## config.mk

```make
export PLATFORM = sky130hd
export DESIGN_NAME = audio_activity_segmenter
export DESIGN_NICKNAME = d
export VERILOG_FILES = /design/src/rtl/aas_pkg.sv /design/src/rtl/audio_activity_segmenter.sv /design/src/rtl/aas_cfg.sv /design/src/rtl/aas_detect.sv /design/src/rtl/aas_result_fifo.sv
export VERILOG_INCLUDE_DIRS = /design/src /design/src/rtl
export SDC_FILE = /design/constraint.sdc
export NUM_CORES = 1
export LEC_CHECK = 0
export ABC_AREA = 1
export BUFFER_PORTS_ARGS = -buffer_cell sky130_fd_sc_hd__buf_4
export CAP_MARGIN = 30
export CORE_UTILIZATION = 45
export CTS_CLUSTER_SIZE = 14
export DETAILED_ROUTE_END_ITERATION = 10
export SYNTH_ARGS = -nofsm -noshare
export SYNTH_HDL_FRONTEND = slang
export SYNTH_HIERARCHICAL = 1
export SYNTH_SLANG_ARGS = --single-unit
```

## constraint.sdc

```tcl
create_clock -name clk_i -period 5.35 [get_ports clk_i]
set_input_delay 0.2675 -clock clk_i [delete_from_list [all_inputs] [get_ports clk_i]]
set_output_delay 0.2675 -clock clk_i [all_outputs]
set_load 0.05 [all_outputs]
```

## src/rtl/audio_activity_segmenter_defines.svh

```systemverilog
// Assertion macros shared by the audio activity segmenter RTL.
`ifndef AUDIO_ACTIVITY_SEGMENTER_DEFINES_SVH
`define AUDIO_ACTIVITY_SEGMENTER_DEFINES_SVH

// Same-cycle implication, disabled while reset is asserted.
`define AAS_ASSERT_NOW(label, clk, rst_n, ante, cons) \
  label: assert property (@(posedge clk) disable iff (!(rst_n)) (ante) |-> (cons)) \
    else $error("aas assertion failed");

// Next-cycle implication, disabled while reset is asserted.
`define AAS_ASSERT_NEXT(label, clk, rst_n, ante, cons) \
  label: assert property (@(posedge clk) disable iff (!(rst_n)) (ante) |=> (cons)) \
    else $error("aas assertion failed");

`endif

```

## src/rtl/aas_pkg.sv

```systemverilog
// Types and constants of the audio activity segmenter.
package aas_pkg;

  localparam int unsigned CountBitsDef = 32;
  localparam int unsigned ThrW         = 15;
  localparam int unsigned GapW         = 24;
  localparam int unsigned IdxOutW      = 32;
  localparam int unsigned PaddrW       = 3;
  localparam int unsigned PdataW       = 32;
  localparam int unsigned ResDepth     = 4;
  localparam int unsigned ResPtrW      = 2;
  localparam int unsigned ResCntW      = 3;

  localparam logic [ThrW-1:0] ThresholdReset = ThrW'(500);
  localparam logic [GapW-1:0] GapReset       = GapW'(22050);

  // Register indexes, decoded from paddr[2].
  localparam logic RegThreshold = 1'b0;
  localparam logic RegGap       = 1'b1;

  localparam logic KindSegment = 1'b0;
  localparam logic KindOverall = 1'b1;

  typedef struct packed {
    logic signed [15:0] sample_value;
    logic               end_marker;
  } in_t;

  typedef struct packed {
    logic                record_kind;
    logic [IdxOutW-1:0] start_index;
    logic [IdxOutW-1:0] end_index;
    logic                last_of_run;
  } out_t;

  // Results that one accepted request adds to the result queue.
  typedef struct packed {
    logic [1:0] num;
    out_t       first;
    out_t       second;
  } push_t;

endpackage

```

## src/rtl/audio_activity_segmenter.sv

```systemverilog
// Top level of the audio activity segmenter.
//
//   channel   direction  handshake               payload
//   in        input      in_valid_i/in_ready_o   in_data_i (aas_pkg::in_t)
//   out       output     out_valid_o/out_ready_i out_data_o (aas_pkg::out_t)
//   config    input      psel/penable/pwrite     paddr, pwdata, prdata
//
// One request is accepted per cycle while in_ready_o is high; its results reach the
// four-entry result queue at the same edge; an empty queue shows them the next cycle.
// The output drains one result per cycle while out_ready_i is high.
// in_ready_o is high while the queue has at least two free entries.
// Reset clears all segment state and sets the registers to their defaults.
`include "audio_activity_segmenter_defines.svh"

module audio_activity_segmenter #(
  parameter int unsigned COUNT_BITS = aas_pkg::CountBitsDef
) (
  input  logic                       clk_i,
  input  logic                       rst_ni,
  input  logic                       in_valid_i,
  output logic                       in_ready_o,
  input  aas_pkg::in_t               in_data_i,
  output logic                       out_valid_o,
  input  logic                       out_ready_i,
  output aas_pkg::out_t              out_data_o,
  input  logic                       psel,
  input  logic                       penable,
  input  logic                       pwrite,
  input  logic [aas_pkg::PaddrW-1:0] paddr,
  input  logic [aas_pkg::PdataW-1:0] pwdata,
  output logic [aas_pkg::PdataW-1:0] prdata,
  output logic                       pready
);

  logic [aas_pkg::ThrW-1:0]    threshold;
  logic [aas_pkg::GapW-1:0]    gap;
  aas_pkg::push_t              push;
  logic                        accept;
  logic                        pop;
  logic                        empty;
  logic                        seg_open;
  logic [aas_pkg::ResCntW-1:0] res_count;

  assign in_ready_o  = (res_count <= aas_pkg::ResCntW'(aas_pkg::ResDepth - 2));
  assign accept      = in_valid_i & in_ready_o;
  assign out_valid_o = !empty;
  assign pop         = out_valid_o & out_ready_i;

  aas_cfg u_cfg (
    .clk_i       (clk_i),
    .rst_ni      (rst_ni),
    .psel        (psel),
    .penable     (penable),
    .pwrite      (pwrite),
    .paddr       (paddr),
    .pwdata      (pwdata),
    .prdata      (prdata),
    .pready      (pready),
    .threshold_o (threshold),
    .gap_o       (gap)
  );

  aas_detect #(
    .COUNT_BITS (COUNT_BITS)
  ) u_detect (
    .clk_i       (clk_i),
    .rst_ni      (rst_ni),
    .accept_i    (accept),
    .in_data_i   (in_data_i),
    .threshold_i (threshold),
    .gap_i       (gap),
    .push_o      (push),
    .seg_open_o  (seg_open)
  );

  aas_result_fifo u_fifo (
    .clk_i   (clk_i),
    .rst_ni  (rst_ni),
    .push_i  (push),
    .pop_i   (pop),
    .head_o  (out_data_o),
    .empty_o (empty),
    .count_o (res_count)
  );

  // The queue never holds more than its depth.
  `AAS_ASSERT_NOW(a_fifo_bound, clk_i, rst_ni, 1'b1, res_count <= aas_pkg::ResCntW'(aas_pkg::ResDepth))
  // An end request with an open segment leaves results to deliver.
  `AAS_ASSERT_NEXT(a_flush_out, clk_i, rst_ni, accept && in_data_i.end_marker && seg_open, out_valid_o)
  // An end request always closes the segment.
  `AAS_ASSERT_NEXT(a_flush_close, clk_i, rst_ni, accept && in_data_i.end_marker, !seg_open)

endmodule

```

## src/rtl/aas_cfg.sv

```systemverilog
// APB-style configuration registers of the audio activity segmenter.
module aas_cfg (
  input  logic                             clk_i,
  input  logic                             rst_ni,
  input  logic                             psel,
  input  logic                             penable,
  input  logic                             pwrite,
  input  logic [aas_pkg::PaddrW-1:0]       paddr,
  input  logic [aas_pkg::PdataW-1:0]       pwdata,
  output logic [aas_pkg::PdataW-1:0]       prdata,
  output logic                             pready,
  output logic [aas_pkg::ThrW-1:0]         threshold_o,
  output logic [aas_pkg::GapW-1:0]         gap_o
);

  logic [aas_pkg::ThrW-1:0] thr_q;
  logic [aas_pkg::GapW-1:0] gap_q;
  logic                     wr_en;

  assign pready = 1'b1;
  assign wr_en  = psel & penable & pwrite & pready;

  always_ff @(posedge clk_i or negedge rst_ni) begin
    if (!rst_ni) begin
      thr_q <= aas_pkg::ThresholdReset;
      gap_q <= aas_pkg::GapReset;
    end else if (wr_en) begin
      unique case (paddr[2])
        aas_pkg::RegThreshold: thr_q <= pwdata[aas_pkg::ThrW-1:0];
        aas_pkg::RegGap:       gap_q <= pwdata[aas_pkg::GapW-1:0];
        default:               ;
      endcase
    end
  end

  always_comb begin
    unique case (paddr[2])
      aas_pkg::RegThreshold: prdata = aas_pkg::PdataW'(thr_q);
      aas_pkg::RegGap:       prdata = aas_pkg::PdataW'(gap_q);
      default:               prdata = '0;
    endcase
  end

  assign threshold_o = thr_q;
  assign gap_o       = gap_q;

endmodule

```

## src/rtl/aas_detect.sv

```systemverilog
// Per-sample activity test, segment tracking and result generation.
module aas_detect #(
  parameter int unsigned COUNT_BITS = aas_pkg::CountBitsDef
) (
  input  logic                     clk_i,
  input  logic                     rst_ni,
  input  logic                     accept_i,
  input  aas_pkg::in_t             in_data_i,
  input  logic [aas_pkg::ThrW-1:0] threshold_i,
  input  logic [aas_pkg::GapW-1:0] gap_i,
  output aas_pkg::push_t           push_o,
  output logic                     seg_open_o
);

  localparam int unsigned CmpW = (COUNT_BITS > aas_pkg::GapW) ? COUNT_BITS : aas_pkg::GapW;
  localparam int unsigned IdxW = (COUNT_BITS > aas_pkg::IdxOutW) ? COUNT_BITS
                                                                  : aas_pkg::IdxOutW;

  logic [COUNT_BITS-1:0] count_q, count_d;
  logic [COUNT_BITS-1:0] begin_q, begin_d;
  logic [COUNT_BITS-1:0] latest_q, latest_d;
  logic [COUNT_BITS-1:0] first_q, first_d;
  logic                  open_q, open_d;

  logic [16:0]     mag;
  logic            active;
  logic [CmpW-1:0] gap_diff;
  logic            gap_over;

  // Indices leave in their low 32 bits; a narrow counter is zero-extended.
  function automatic logic [aas_pkg::IdxOutW-1:0] to_idx(logic [COUNT_BITS-1:0] v);
    logic [IdxW-1:0] w;
    w = IdxW'(v);
    return w[aas_pkg::IdxOutW-1:0];
  endfunction

  // The most negative sample has magnitude 32768, so the magnitude needs 17 bits.
  assign mag = in_data_i.sample_value[15] ? ({1'b0, ~in_data_i.sample_value} + 17'd1)
                                          : {1'b0, in_data_i.sample_value};
  assign active   = mag > {2'b00, threshold_i};
  assign gap_diff = CmpW'(count_q) - CmpW'(latest_q);
  assign gap_over = gap_diff > CmpW'(gap_i);

  always_comb begin
    count_d  = count_q;
    begin_d  = begin_q;
    latest_d = latest_q;
    first_d  = first_q;
    open_d   = open_q;

    push_o                    = '0;
    push_o.first.record_kind  = aas_pkg::KindSegment;
    push_o.first.start_index  = to_idx(begin_q);
    push_o.first.end_index    = to_idx(latest_q);
    push_o.first.last_of_run  = 1'b1;
    push_o.second.record_kind = aas_pkg::KindOverall;
    push_o.second.start_index = to_idx(first_q);
    push_o.second.end_index   = to_idx(latest_q);
    push_o.second.last_of_run = 1'b1;

    if (accept_i) begin
      if (in_data_i.end_marker) begin
        if (open_q) begin
          push_o.num               = 2'd2;
          push_o.first.last_of_run = 1'b0;
        end
        count_d  = '0;
        begin_d  = '0;
        latest_d = '0;
        first_d  = '0;
        open_d   = 1'b0;
      end else begin
        if (active) begin
          if (!open_q) begin
            open_d  = 1'b1;
            begin_d = count_q;
            first_d = count_q;
          end else if (gap_over) begin
            push_o.num = 2'd1;
            begin_d    = count_q;
          end
          latest_d = count_q;
        end
        // The counter saturates at all ones.
        if (!(&count_q)) begin
          count_d = count_q + COUNT_BITS'(1);
        end
      end
    end
  end

  always_ff @(posedge clk_i or negedge rst_ni) begin
    if (!rst_ni) begin
      count_q  <= '0;
      begin_q  <= '0;
      latest_q <= '0;
      first_q  <= '0;
      open_q   <= 1'b0;
    end else begin
      count_q  <= count_d;
      begin_q  <= begin_d;
      latest_q <= latest_d;
      first_q  <= first_d;
      open_q   <= open_d;
    end
  end

  assign seg_open_o = open_q;

endmodule

```

## src/rtl/aas_result_fifo.sv

```systemverilog
// Result queue that takes up to two results per cycle and gives one.
module aas_result_fifo (
  input  logic                         clk_i,
  input  logic                         rst_ni,
  input  aas_pkg::push_t               push_i,
  input  logic                         pop_i,
  output aas_pkg::out_t                head_o,
  output logic                         empty_o,
  output logic [aas_pkg::ResCntW-1:0] count_o
);

  aas_pkg::out_t                 mem_q [aas_pkg::ResDepth];
  logic [aas_pkg::ResPtrW-1:0]   wr_q, wr_d;
  logic [aas_pkg::ResPtrW-1:0]   rd_q, rd_d;
  logic [aas_pkg::ResCntW-1:0]   cnt_q, cnt_d;
  logic [aas_pkg::ResPtrW-1:0]   wr_next;

  assign wr_next = wr_q + aas_pkg::ResPtrW'(1);

  always_ff @(posedge clk_i) begin
    if (push_i.num != 2'd0) begin
      mem_q[wr_q] <= push_i.first;
    end
    if (push_i.num == 2'd2) begin
      mem_q[wr_next] <= push_i.second;
    end
  end

  always_comb begin
    wr_d  = wr_q + aas_pkg::ResPtrW'(push_i.num);
    rd_d  = rd_q + aas_pkg::ResPtrW'(pop_i);
    cnt_d = cnt_q + aas_pkg::ResCntW'(push_i.num) - aas_pkg::ResCntW'(pop_i);
  end

  always_ff @(posedge clk_i or negedge rst_ni) begin
    if (!rst_ni) begin
      wr_q  <= '0;
      rd_q  <= '0;
      cnt_q <= '0;
    end else begin
      wr_q  <= wr_d;
      rd_q  <= rd_d;
      cnt_q <= cnt_d;
    end
  end

  assign head_o  = mem_q[rd_q];
  assign empty_o = (cnt_q == '0);
  assign count_o = cnt_q;

endmodule

```

# After elaboration in Yosys (flattened, before gate mapping)
# Memory sizes are Yosys's and may differ from the RTL's.
# Cells that the tools add are included.
# Widths: inputs -> output; s select.
word_totals:
  reg_bits: 175
  ram_bits: 264
  input_bits: 59
  output_inout_bits: 101
  elab_cells: 71
  memories: 1
memory_table:
  columns: ["name", "words", "word_bits", "read_ports", "rd_ports_with_merged_regs", "write_ports", "line", "rtl"]
  rows:
  - ["u_fifo.mem_q", 4, 66, 1, 0, 2, "aas_result_fifo.sv:12", "aas_pkg::out_t mem_q [aas_pkg::ResDepth];"]
op_classes:
  n_addsub: 8
  n_lt_le_gt_ge: 3
  eq_ne: 4
  mux: 28
  bitwise: 6
  reduce_logical: 11
op_table:
  columns: ["operator", "count"]
  rows:
  - ["$mux 32", 11]
  - ["$pmux 32 s2", 1]
  - ["$add 32x1->32 const B", 1]
  - ["$gt 32x24->1", 1]
  - ["$reduce_and 32->1", 1]
  - ["$sub 32x32->32", 1]
  - ["$add 16x1->17 const B", 1]
  - ["$gt 17x15->1", 1]
  - ["$mux 17", 1]
  - ["$not 16->16", 1]
  - ["$mux 1", 10]
  - ["$mux 2", 5]
  - ["$reduce_and 2->1", 4]
  - ["$reduce_and 3->1", 2]
  - ["$and 1x1->1", 4]
  - ["$ne 2x2->1 const B", 2]
  - ["$reduce_bool 2->1", 2]
  - ["$add 3x2->3", 1]
  - ["$le 3x2->1 const B", 1]
  - ["$logic_not 3->1", 1]
  - ["$ne 3x3->1 const B", 1]
  - ["$sub 3x1->3", 1]
  - ["$add 2x1->2", 1]
  - ["$add 2x1->2 const B", 1]
  - ["other kinds (4)", 4]

# Longest topological paths before layout
# Gate-level depths: netlist of run 1.
depth:
  depth_word: 10
  mapped_depth: 32
  mapped_depth_nobuf: 32

# Modules after synthesis
# Netlist of run 1, hierarchy kept.
by_module_without_submodules:
  columns: ["mod", "n_inst", "cells_per_inst", "area_per_inst_um2", "seq_area_each_um2"]
  rows:
  - ["aas_result_fifo", 1, 1900, 14983.1, 8102.8]
  - ["aas_detect", 1, 1406, 9781.9, 3228.1]
  - ["aas_cfg", 1, 251, 1893.1, 991.0]
  - ["audio_activity_segmenter", 1, 9, 38.8, 0.0]

# Worst setup path after synthesis of run 1
# OpenSTA, ideal clock, no wires.
synth_timing:
  path_kind: "reg-to-reg"
  start: "register u_detect.count_q[0]"
  end: "memory u_fifo/mem_q[1][0] in the netlist's numbering (enable)"
  setup_time_ns: 0.704
  t_arrival_ns: 4.988
  t_required_ns: 4.646
  path_slack_ns: -0.342
  path_stages_with_launch: 31
  path_buffers: 3
  period_less_slack_ns: 5.692
  path_cell_list: "dfrtp_1 inv_1 ha_1 inv_1 fa_1 nand2_1 nand3_1 nand3_1 nand2_2 nand2_1 nand2_2 a21oi_1 xnor2_1 ha_1 nand4_1 nor2_1 nand2_1 nor2_1 nand2_1 nand3_1 nand2_1 nand3_1 nor2_1 nand3_2 nor3b_1 nor2_2 buf_4 nand2_2 buf_2 buf_2 nand2_1"
synth_lines:
  columns: ["item", "line", "rtl"]
  rows:
  - ["start, declared", "aas_detect.sv:19", "logic [COUNT_BITS-1:0] count_q, count_d;"]
  - ["start signal, assigned", "aas_detect.sv:100", "count_q <= count_d;"]
  - ["end, declared", "aas_result_fifo.sv:12", null]

==> results of run 1 <==
-- flip-flops by register name, summed over array words and instances, names as in the netlist --
| register | cells |
|---|---|
| u_detect/latest_q | 32 |
| u_fifo/wr_q | 2 |
| u_detect/begin_q | 32 |
| u_detect/count_q | 32 |
| u_cfg/gap_o | 24 |
| u_detect/seg_open_o | 1 |
| u_fifo/mem_q | 264 |
| u_fifo/rd_q | 2 |
| u_detect/first_q | 32 |
| u_fifo/count_o | 3 |
| u_cfg/threshold_o | 15 |
-- cells by family (layout without fill, tap and decap cells) --
kind of cell / count (synthesis) / after routing / share of synthesized area [%]
xor+xnor: 50 / 50 / 1.640
buf+inv: 645 / 760 / 10.41
other cells: 4 / 13 / 0.05622
simple gates: 2201 / 2201 / 34.92
fa+ha+maj: 79 / 79 / 3.759
compound gates: 148 / 148 / 3.065
flops: 439 / 439 / 46.15
-- worst max-delay path, cell delays in order, from the launching register on --
cell	delay [ns]
dfrtp_1	0.52
inv_1	0.14
ha_1	0.41
nand2_1	0.16
nor2_1	0.30
a21oi_1	0.11
nand2_1	0.17
a31oi_1	0.12
xnor2_1	0.28
ha_1	0.30
a21oi_1	0.12
o21ai_0	0.08
a21oi_1	0.23
nand3_1	0.13
nand2_1	0.07
nand3_1	0.07
nor2_1	0.14
nand3_2	0.22
nor3b_1	0.22
buf_4	0.19
nor2_4	0.10
buf_12	0.13
nand2_2	0.13
nand2_4	0.21
buf_12	0.20
-- per-layer routing --
metal | up-vias | track usage (%)
met5 | - | 0
met4 | 0 | 8.422
met3 | 121 | 2.914
met2 | 727 | 42.60
met1 | 10630 | 35.36
li1 | 11420 | -
-- per-stage QoR --
| stage | util (%) | std cells | cell area, sq um |
|---|---|---|---|
| after global placement | 48.93 | 4332 | 28440 |
| after global routing | 52.36 | 4454 | 30440 |
| after floorplan | - | 3574 | 26740 |
| after detailed placement | 48.93 | 4332 | 28440 |
| final | 52.37 | 4455 | 30440 |
| after CTS | 52.24 | 4451 | 30370 |
-- final cells by class --
class | count | area (sq um)
diodes | 1 | 2.502
clock buffers | 72 | 1425
clock inverters | 22 | 249.0
fillers | 5616 | 27690
inverters | 432 | 1627
multi-input cells | 2490 | 11700
flip-flops and latches | 439 | 12330
well taps | 765 | 957.2
repair buffers | 234 | 2156
-- how the worst max path moves through the flow --
stage / to / slack (ns)
floorplan: u_fifo/mem_q[1][0] / 0.32
global placement: u_fifo/mem_q[1][19] / 0.26
detailed placement: u_fifo/mem_q[2][28] / 0.27
CTS: u_fifo/mem_q[1][17] / 0.22
global route: u_fifo/mem_q[2][57] / 0.006
finish: u_fifo/mem_q[2][54] / 0.25
-- placed cells by master (no fill, tap or decap), drive strengths merged, types with 17 or more instances in the layout --
cell | synthesis | routed
nor2 | 128 | 128
ha | 77 | 77
nand3 | 475 | 475
nand2 | 1463 | 1463
nand4 | 22 | 22
inv | 431 | 432
dlygate4sd3 | 0 | 25
buf | 154 | 208
dfrtp | 163 | 163
clkbuf | 59 | 73
xor2 | 40 | 40
o21ai | 62 | 62
edfxtp | 264 | 264
a21oi | 54 | 54
nor3 | 30 | 30
or2 | 67 | 67
clkinv | 1 | 17
-- power groups by stage --
| stage | combinational [uW] | clock (uW) | sequential, uW |
|---|---|---|---|
| 2_1_floorplan | 7600 | 0 | 4840 |
| 3_3_place_gp | 10500 | 0 | 5110 |
| 3_5_place_dp | 10600 | 0 | 5130 |
| 4_1_cts | 10600 | 3560 | 5060 |
| 5_1_grt | 11700 | 3670 | 5160 |
| 6_report | 10600 | 3510 | 5080 |
-- timing repair --
action,4_1_cts,5_1_grt
gates resized for setup,0,5
hold buffers,25,0
endpoints found under the setup margin,0,487
hold endpoints to repair,115,0
setup buffers,0,2
==> impl_metrics.csv, run 1 <==
group,metric,value,unit
status,run_status,"finished, final reports clean",
drt,top_layer_used,"met4",
clock_tree,clk_latency,0.63,ns
power_and_ir_drop,ir_drop,0.5065,mV
power_and_ir_drop,clkPwrFrac,18.3,%
critical_path,timing_worst_setup_path_type,"reg -> reg",
job,drv_cap,0,
power_and_ir_drop,p_switching,9474,uW
cells_and_area,areaGrowthSynthToFinish,14.03,%
power_and_ir_drop,cellPowerDensity,631.6,mW/mm^2
power_and_ir_drop,p_int,9754,uW
yosys,ys_types,47,
clock_tree,htree_num_levels,2,
worst_hold_path,hp-start,"out_ready_i",
drt,wl,78170,um
power_and_ir_drop,p_total,19230,uW
sta,worst_slack,0.2547,ns
critical_path,critPathLaunchType,"flip-flop",
drt,dr_wl_met2,36960,um
die,die_y,245.6,um
sta,relSlewSlack,25.25,%
yosys,synth_top_area_share,29.69,%
drt,wl_per_cell,17.55,um
yosys,yosysSeqAreaShare,46.15,%
clock_tree,clk_path_buf_depth,3,
yosys,ys.flop_type,"edfxtp_1",
global_route,grt_pass1_wl,120200,um
drt,drtIter0Drc,1720,
yosys,ys_seq_elements,439,
yosys,synth_edf_count,264,
die,dieWidth,245.6,um
place,place_congestion,0.9325,
sta,tightest_slew,1.121,ns
global_route,first_global_vias,21160,
sta,holdWs,0.1316,ns
critical_path,worstPathRequired,5.66,ns
drt,post-route-drc-count,0,
clock_tree,clock-sinks,439,
power_and_ir_drop,power_switching_share,49.27,%
die,die_area,0.06030,sq mm
global_route,grt_max_degree,91,
drt,firstDrtPassIters,6,
yosys,yosys.area.top_type,"edfxtp_1",
die,design.core.area,0.05814,sq mm
sta,finalSetupViolCount,0,
cells_and_area,final_layout_size_suffix_gt1_share,11.52,%
critical_path,cp-end-kind,"flip-flop",
sta,hold_viol,0,
critical_path,timing.rr.start,"u_detect/latest_q[11]",
clock_tree,cts_tree,"built",
drt,dr_wl_met3,4865,um
die,rows,88,
critical_path,reg2reg_slack,0.25,ns
critical_path,reg2reg_to,"u_fifo/mem_q[2][54]",
power_and_ir_drop,cellLeakagePower,0.01519,uW
clock_tree,clkSlewWorstSetupHoldPaths,0.06,ns
drt,ant_nets,0,
die,top_level_ports,160,
worst_hold_path,whs_endpoint,"u_fifo/rd_q[0]",
yosys,yosys_warnings,6,
critical_path,crit_path_max_fanout,18,
yosys,yosysMostFrequentCell,"nand2_1",
yosys,synthTopCellsByArea,"edfxtp_1 (30%), nand2_1 (20%), dfrtp_1 (15%)",
sta,period_share,95.24,%
place,place_ws,0.2730,ns
yosys,synth-async-reset-ratio,39.86,%
critical_path,crit_start,"u_detect/latest_q[11]",
global_route,overflow,0,
critical_path,arrival,5.41,ns
die,initial_core_util,45.92,%
sta,fmax,196.3,MHz
global_route,antenna_found_initial,1,
drt,vias_per_cell,5.139,
power_and_ir_drop,power_frac_comb,55.3,%
critical_path,reg2regPathDepth,24,
sta,rsz0062_at_grt,"false",
clock_tree,cts_buffers,51,
yosys,synth_area,0.02670,sq mm
power_and_ir_drop,pwr-share-seq,26.4,%
drt,num_vias,22890,
clock_tree,cts-root-buf,"clkbuf_16",
yosys,netlist_instances,3566,
place,io_buffers,140,
yosys,yosys-top-cells-count,"nand2_1 (1444), nand3_1 (472), inv_1 (424)",
sta,min_period,5.095,ns
place,dp_hpwl,50500,um
worst_hold_path,holdPathStages,4,
global_route,globalRouteTotalUtil,25.84,%
cells_and_area,fin_nets,3786,
sta,fin_skew,0.03885,ns
yosys,post_synth.cell_area_avg,7.486,sq um
sta,tns,0,ns
worst_hold_path,worstHoldPathType,"in -> reg",
drt,wl_met1,34250,um
sta,slew_violations,0,
No activity file was read; power rests on OpenSTA's default activity.
==> run 2, diff against run 1 <==
- clock period: 5.35 -> 4.78 ns (I/O delays scaled with it)
==> impl_metrics.csv, run 2 (same netlist as run 1, synthesis figures left out) <==
group,metric,value,unit
global_route,first_global_vias,21750,
drt,post-route-drc-count,0,
die,die_area,0.06030,sq mm
clock_tree,cts_buffers,51,
status,run_status,"finished, final reports clean",
cells_and_area,layout.cells.non_filler,4553,
critical_path,cp_num_buf_inv,5,
cells_and_area,n_antenna_cell,0,
critical_path,critPathSlowestCell,"dfrtp_1",
global_route,globalRouteTotalUtil,26.02,%
global_route,grt_pass1_wl,122300,um
cells_and_area,final_layout_size_suffix_gt1_share,14.18,%
critical_path,arrival,4.90,ns
power_and_ir_drop,cellLeakagePower,0.01580,uW
drt,drtIter0Drc,1998,
sta,period_share,96.29,%
die,top_level_ports,160,
sta,rsz0062_at_grt,"true",
clock_tree,cts_tree,"built",
job,drv_cap,0,
critical_path,slowest_delay,0.43,ns
drt,num_vias,23320,
global_route,grt_max_degree,200,
drt,wl_per_cell,17.48,um
drt,vias_per_cell,5.121,
drt,firstDrtPassIters,6,
die,die_y,245.6,um
die,initial_core_util,45.92,%
critical_path,cpLargestDelayFamily,"simple AND/OR/NAND/NOR gates",
place,place_inst,4418,
clock_tree,htree_num_levels,2,
cells_and_area,fin_nets,3884,
drt,ant_nets,0,
sta,relSlewSlack,25.58,%
sta,worst_slack,0.1775,ns
worst_hold_path,worstHoldPathType,"in -> reg",
clock_tree,clk_path_buf_depth,3,
power_and_ir_drop,cellPowerDensity,714.5,mW/mm^2
critical_path,crit_path_frequent_cell,"nand2_1",
cells_and_area,areaGrowthSynthToFinish,18.24,%
cells_and_area,largest_register_ffs,264,
clock_tree,clock-sinks,439,
cells_and_area,final_cell_mix,"nand2_1 (1434), nand3_1 (472), inv_1 (419), edfxtp_1 (264), buf_4 (262)",
critical_path,worstPathRequired,5.08,ns
critical_path,critPathLaunchType,"flip-flop",
sta,finalSetupViolCount,0,
sta,fmax,217.3,MHz
critical_path,timing_worst_setup_path_type,"reg -> reg",
power_and_ir_drop,ir_drop,0.4586,mV
clock_tree,clk_latency,0.60,ns
critical_path,crit_path_max_fanout,7,
clock_tree,clkSlewWorstSetupHoldPaths,0.06,ns
sta,tightest_slew,1.114,ns
place,placed_cell_area,0.02913,sq mm
die,design.core.area,0.05814,sq mm
sta,tns,0,ns
cells_and_area,finalInstanceArea,0.03157,sq mm
worst_hold_path,hp-start,"out_ready_i",
sta,slew_violations,0,
die,dieWidth,245.6,um
die,rows,88,
place,dp_hpwl,51440,um
place,place_ws,0.05693,ns
drt,wl,79570,um
cells_and_area,final_common_cell,"nand2_1",
place,place_congestion,0.9207,
critical_path,cp-end-kind,"flip-flop",
sta,fin_skew,0.02120,ns
critical_path,timing.rr.start,"u_detect/count_q[7]",
sta,hold_viol,0,
sta,min_period,4.602,ns
place,io_buffers,140,
critical_path,crit_start,"u_detect/count_q[7]",
clock_tree,cts-root-buf,"clkbuf_16",
global_route,overflow,0,
cells_and_area,regMostFlops,"u_fifo/mem_q",
global_route,antenna_found_initial,0,
power_and_ir_drop,p_total,22550,uW
run 2: cell count changes in the layout (fill, tap and decap cells not counted), moves of 5 or more:
cell,before,now
ha_4,0,5
ha_1,77,72
clkbuf_16,52,57
buf_6,3,9
buf_4,181,262
run 2: report_power, final:
group          switching, uW  total [uW]  internal (uW)
sequential               596        5520           4930
combinational           8600       13000           4350
clock                   1600        4080           2480
run 2: final timing paths:
path                                         to  slack (ns)  cells after the start
setup reg to reg            u_fifo/mem_q[2][37]        0.18                     26
hold reg to reg            u_cfg/threshold_o[2]        0.47                      2
min in group asynchronous  u_detect/begin_q[27]        0.22                      2
setup / recovery            u_fifo/mem_q[2][37]        0.18                     26
max in group asynchronous   u_detect/begin_q[2]        3.51                      3
hold / removal                   u_fifo/rd_q[0]        0.11                      4
run 2: cell type report:
class	count	area, sq um
Clock inverter	19	287.8
Multi-Input combinational cell	2491	11850
Timing Repair Buffer	331	3069
Tap cell	765	957.2
Sequential cell	439	12330
Inverter	432	1627
Clock buffer	76	1450
Fill cell	5515	26570
run 2: per-stage QoR:
step / hold slack [ns] / util [%]
after global placement: 0.2892 / 50.10
after floorplan: -0.05659 / -
after global routing: 0.1444 / 54.30
final: 0.1074 / 54.30
after detailed placement: 0.2968 / 50.10
after CTS: 0.09624 / 53.52
run 2: worst min-delay path, stage by stage:
cell	delay, ns
buf_4	0.07
inv_1	0.03
nor2_1	0.17
ha_1	0.16
run 2: per-layer routing:
metal  vias up  track usage, %  share of wire [%]
met3       103           3.307                6.9
met2       717           42.24                 47
met5         -               0                  0
li1      11630               -                  -
met1     10870           36.43                 44
met4         0           7.252                1.9
run 2: timing repair:
item                                    4_1_cts  5_1_grt
hold buffers                                 25        0
hold endpoints to repair                     95        0
resized for setup                             0       39
endpoints found under the setup margin        0      530
setup buffers                                 0        6
==> run 3, diff against run 2 <==
- ABC_CLOCK_PERIOD_IN_PS: default -> 3800
- clock period: 4.78 -> 3.8 ns (I/O delays scaled with it)
==> impl_metrics.csv, run 3 (same netlist as run 1, synthesis figures left out) <==
group,metric,value,unit
cells_and_area,seqCellArea,0.01233,sq mm
drt,dr_wl_met2,38730,um
drt,vias_per_cell,5.093,
drt,num_vias,23820,
drt,ant_nets,0,
sta,relSlewSlack,36.99,%
critical_path,reg2reg_slack,-0.38,ns
die,initial_core_util,45.92,%
global_route,grt_max_degree,167,
cells_and_area,regMostFlops,"u_fifo/mem_q",
critical_path,critPathLaunchType,"flip-flop",
critical_path,slowest_delay,0.39,ns
clock_tree,htree_num_levels,2,
sta,slew_violations,0,
sta,period_share,110.1,%
critical_path,timing_worst_setup_path_type,"reg -> reg",
status,run_status,"finished with violations",
sta,tightest_slew,0.9452,ns
cells_and_area,final_layout_size_suffix_gt1_share,18.33,%
drt,wl,82230,um
critical_path,worstPathRequired,4.13,ns
sta,holdWs,0.04808,ns
power_and_ir_drop,cellPowerDensity,887.2,mW/mm^2
global_route,first_global_vias,22580,
die,die_y,245.6,um
critical_path,cp-end-kind,"flip-flop",
place,place_congestion,0.9346,
global_route,grt_pass1_wl,126700,um
sta,rsz0062_at_grt,"true",
critical_path,crit_path_max_fanout,7,
worst_hold_path,hp-start,"out_ready_i",
critical_path,crit_start,"u_detect/count_q[0]",
clock_tree,cts_tree,"built",
sta,hold_viol,0,
global_route,globalRouteTotalUtil,26.89,%
critical_path,arrival,4.51,ns
cells_and_area,fin_nets,4006,
place,dp_hpwl,55510,um
worst_hold_path,worstHoldPathType,"in -> reg",
drt,top_layer_used,"met4",
sta,worst_slack,-0.3845,ns
cells_and_area,areaGrowthSynthToFinish,24.40,%
sta,fmax,239.0,MHz
clock_tree,clock-sinks,439,
sta,finalSetupViolCount,530,
job,drv_cap,0,
clock_tree,clk_path_buf_depth,3,
drt,firstDrtPassIters,6,
sta,fin_skew,0.03471,ns
power_and_ir_drop,ir_drop,0.7069,mV
power_and_ir_drop,cellLeakagePower,0.01656,uW
cells_and_area,n_fill_cell,5375,
global_route,overflow,0,
critical_path,timing.rr.start,"u_detect/count_q[0]",
die,rows,88,
die,dieWidth,245.6,um
clock_tree,cts-root-buf,"clkbuf_16",
global_route,antenna_found_initial,2,
clock_tree,clk_latency,0.62,ns
cells_and_area,final_common_cell,"nand2_1",
clock_tree,cts_buffers,51,
die,top_level_ports,160,
place,placed_cell_area,0.03014,sq mm
sta,min_period,4.184,ns
cells_and_area,finalInstanceArea,0.03321,sq mm
drt,wl_per_cell,17.58,um
critical_path,cpLargestDelayFamily,"simple AND/OR/NAND/NOR gates",
cells_and_area,final_cell_mix,"nand2_1 (1425), nand3_1 (449), inv_1 (408), buf_4 (353), edfxtp_1 (264)",
place,io_buffers,140,
drt,dr_wl_met3,5215,um
status,violations,"setup timing",
critical_path,critPathSlowestCell,"dfrtp_1",
cells_and_area,multi_input_area,0.01218,sq mm
die,design.core.area,0.05814,sq mm
cells_and_area,largest_register_ffs,264,
critical_path,cp_num_buf_inv,8,
drt,post-route-drc-count,0,
cells_and_area,final_core_util,57.13,%
drt,wl_met1,36380,um
drt,drtIter0Drc,2048,
clock_tree,clkSlewWorstSetupHoldPaths,0.06,ns
die,die_area,0.06030,sq mm
run 3: through the flow:
stage	setup slack [ns]	TNS (ns)	instances	power [uW]
6_report	-0.3845	-153.88	4677	29470
5_1_grt	-0.6714	-315.88	4676	31540
4_1_cts	-0.4075	-178.81	4658	29100
3_5_place_dp	-0.5321	-230.86	4514	23660
3_3_place_gp	-0.4989	-208.50	4514	23560
2_1_floorplan	-0.3196	-70.65	3574	17570
run 3: timing repair:
| item | CTS | global route |
|---|---|---|
| pin swaps | 16 | 22 |
| resized for setup | 54 | 56 |
| hold endpoints to repair | 108 | 0 |
| buffers inserted | 17 | 6 |
| cloned | 5 | 13 |
| endpoints found under the setup margin | 530 | 565 |
| hold buffers | 26 | 0 |
run 3: worst paths after layout:
check,to,depth (start not counted)
setup / recovery,u_fifo/mem_q[1][39],30
hold / removal,u_fifo/rd_q[0],4
setup reg to reg,u_fifo/mem_q[1][39],30
hold reg to reg,u_cfg/threshold_o[6],2
max in group asynchronous,u_fifo/rd_q[0],3
min in group asynchronous,u_detect/first_q[19],2
run 3: where the power goes:
part	switching, uW	internal (uW)	total, uW
logic	11000	6590	17600
registers	735	6200	6930
clock network	2060	2860	4920
run 3: final cells by class:
class                           count  share of cell area (%)
Sequential cell                   439                   37.12
Multi-Input combinational cell   2491                   36.66
Timing Repair Buffer              453                   13.38
Inverter                          432                   4.894
Clock buffer                       76                   4.495
Tap cell                          765                   2.882
Clock inverter                     20                  0.5614
Antenna cell                        1                0.007535
run 3: tightest hold or removal path: stages:
cell and delay (ns):
buf_4 0.08, inv_1 0.03, nor2_1 0.17, ha_1 0.16
run 3: metal layers:
layer | up-vias | GRT usage [%]
li1 | 11880 | -
met1 | 11130 | 36.89
met2 | 692 | 44.28
met3 | 120 | 3.743
met4 | 0 | 7.453
met5 | - | 0
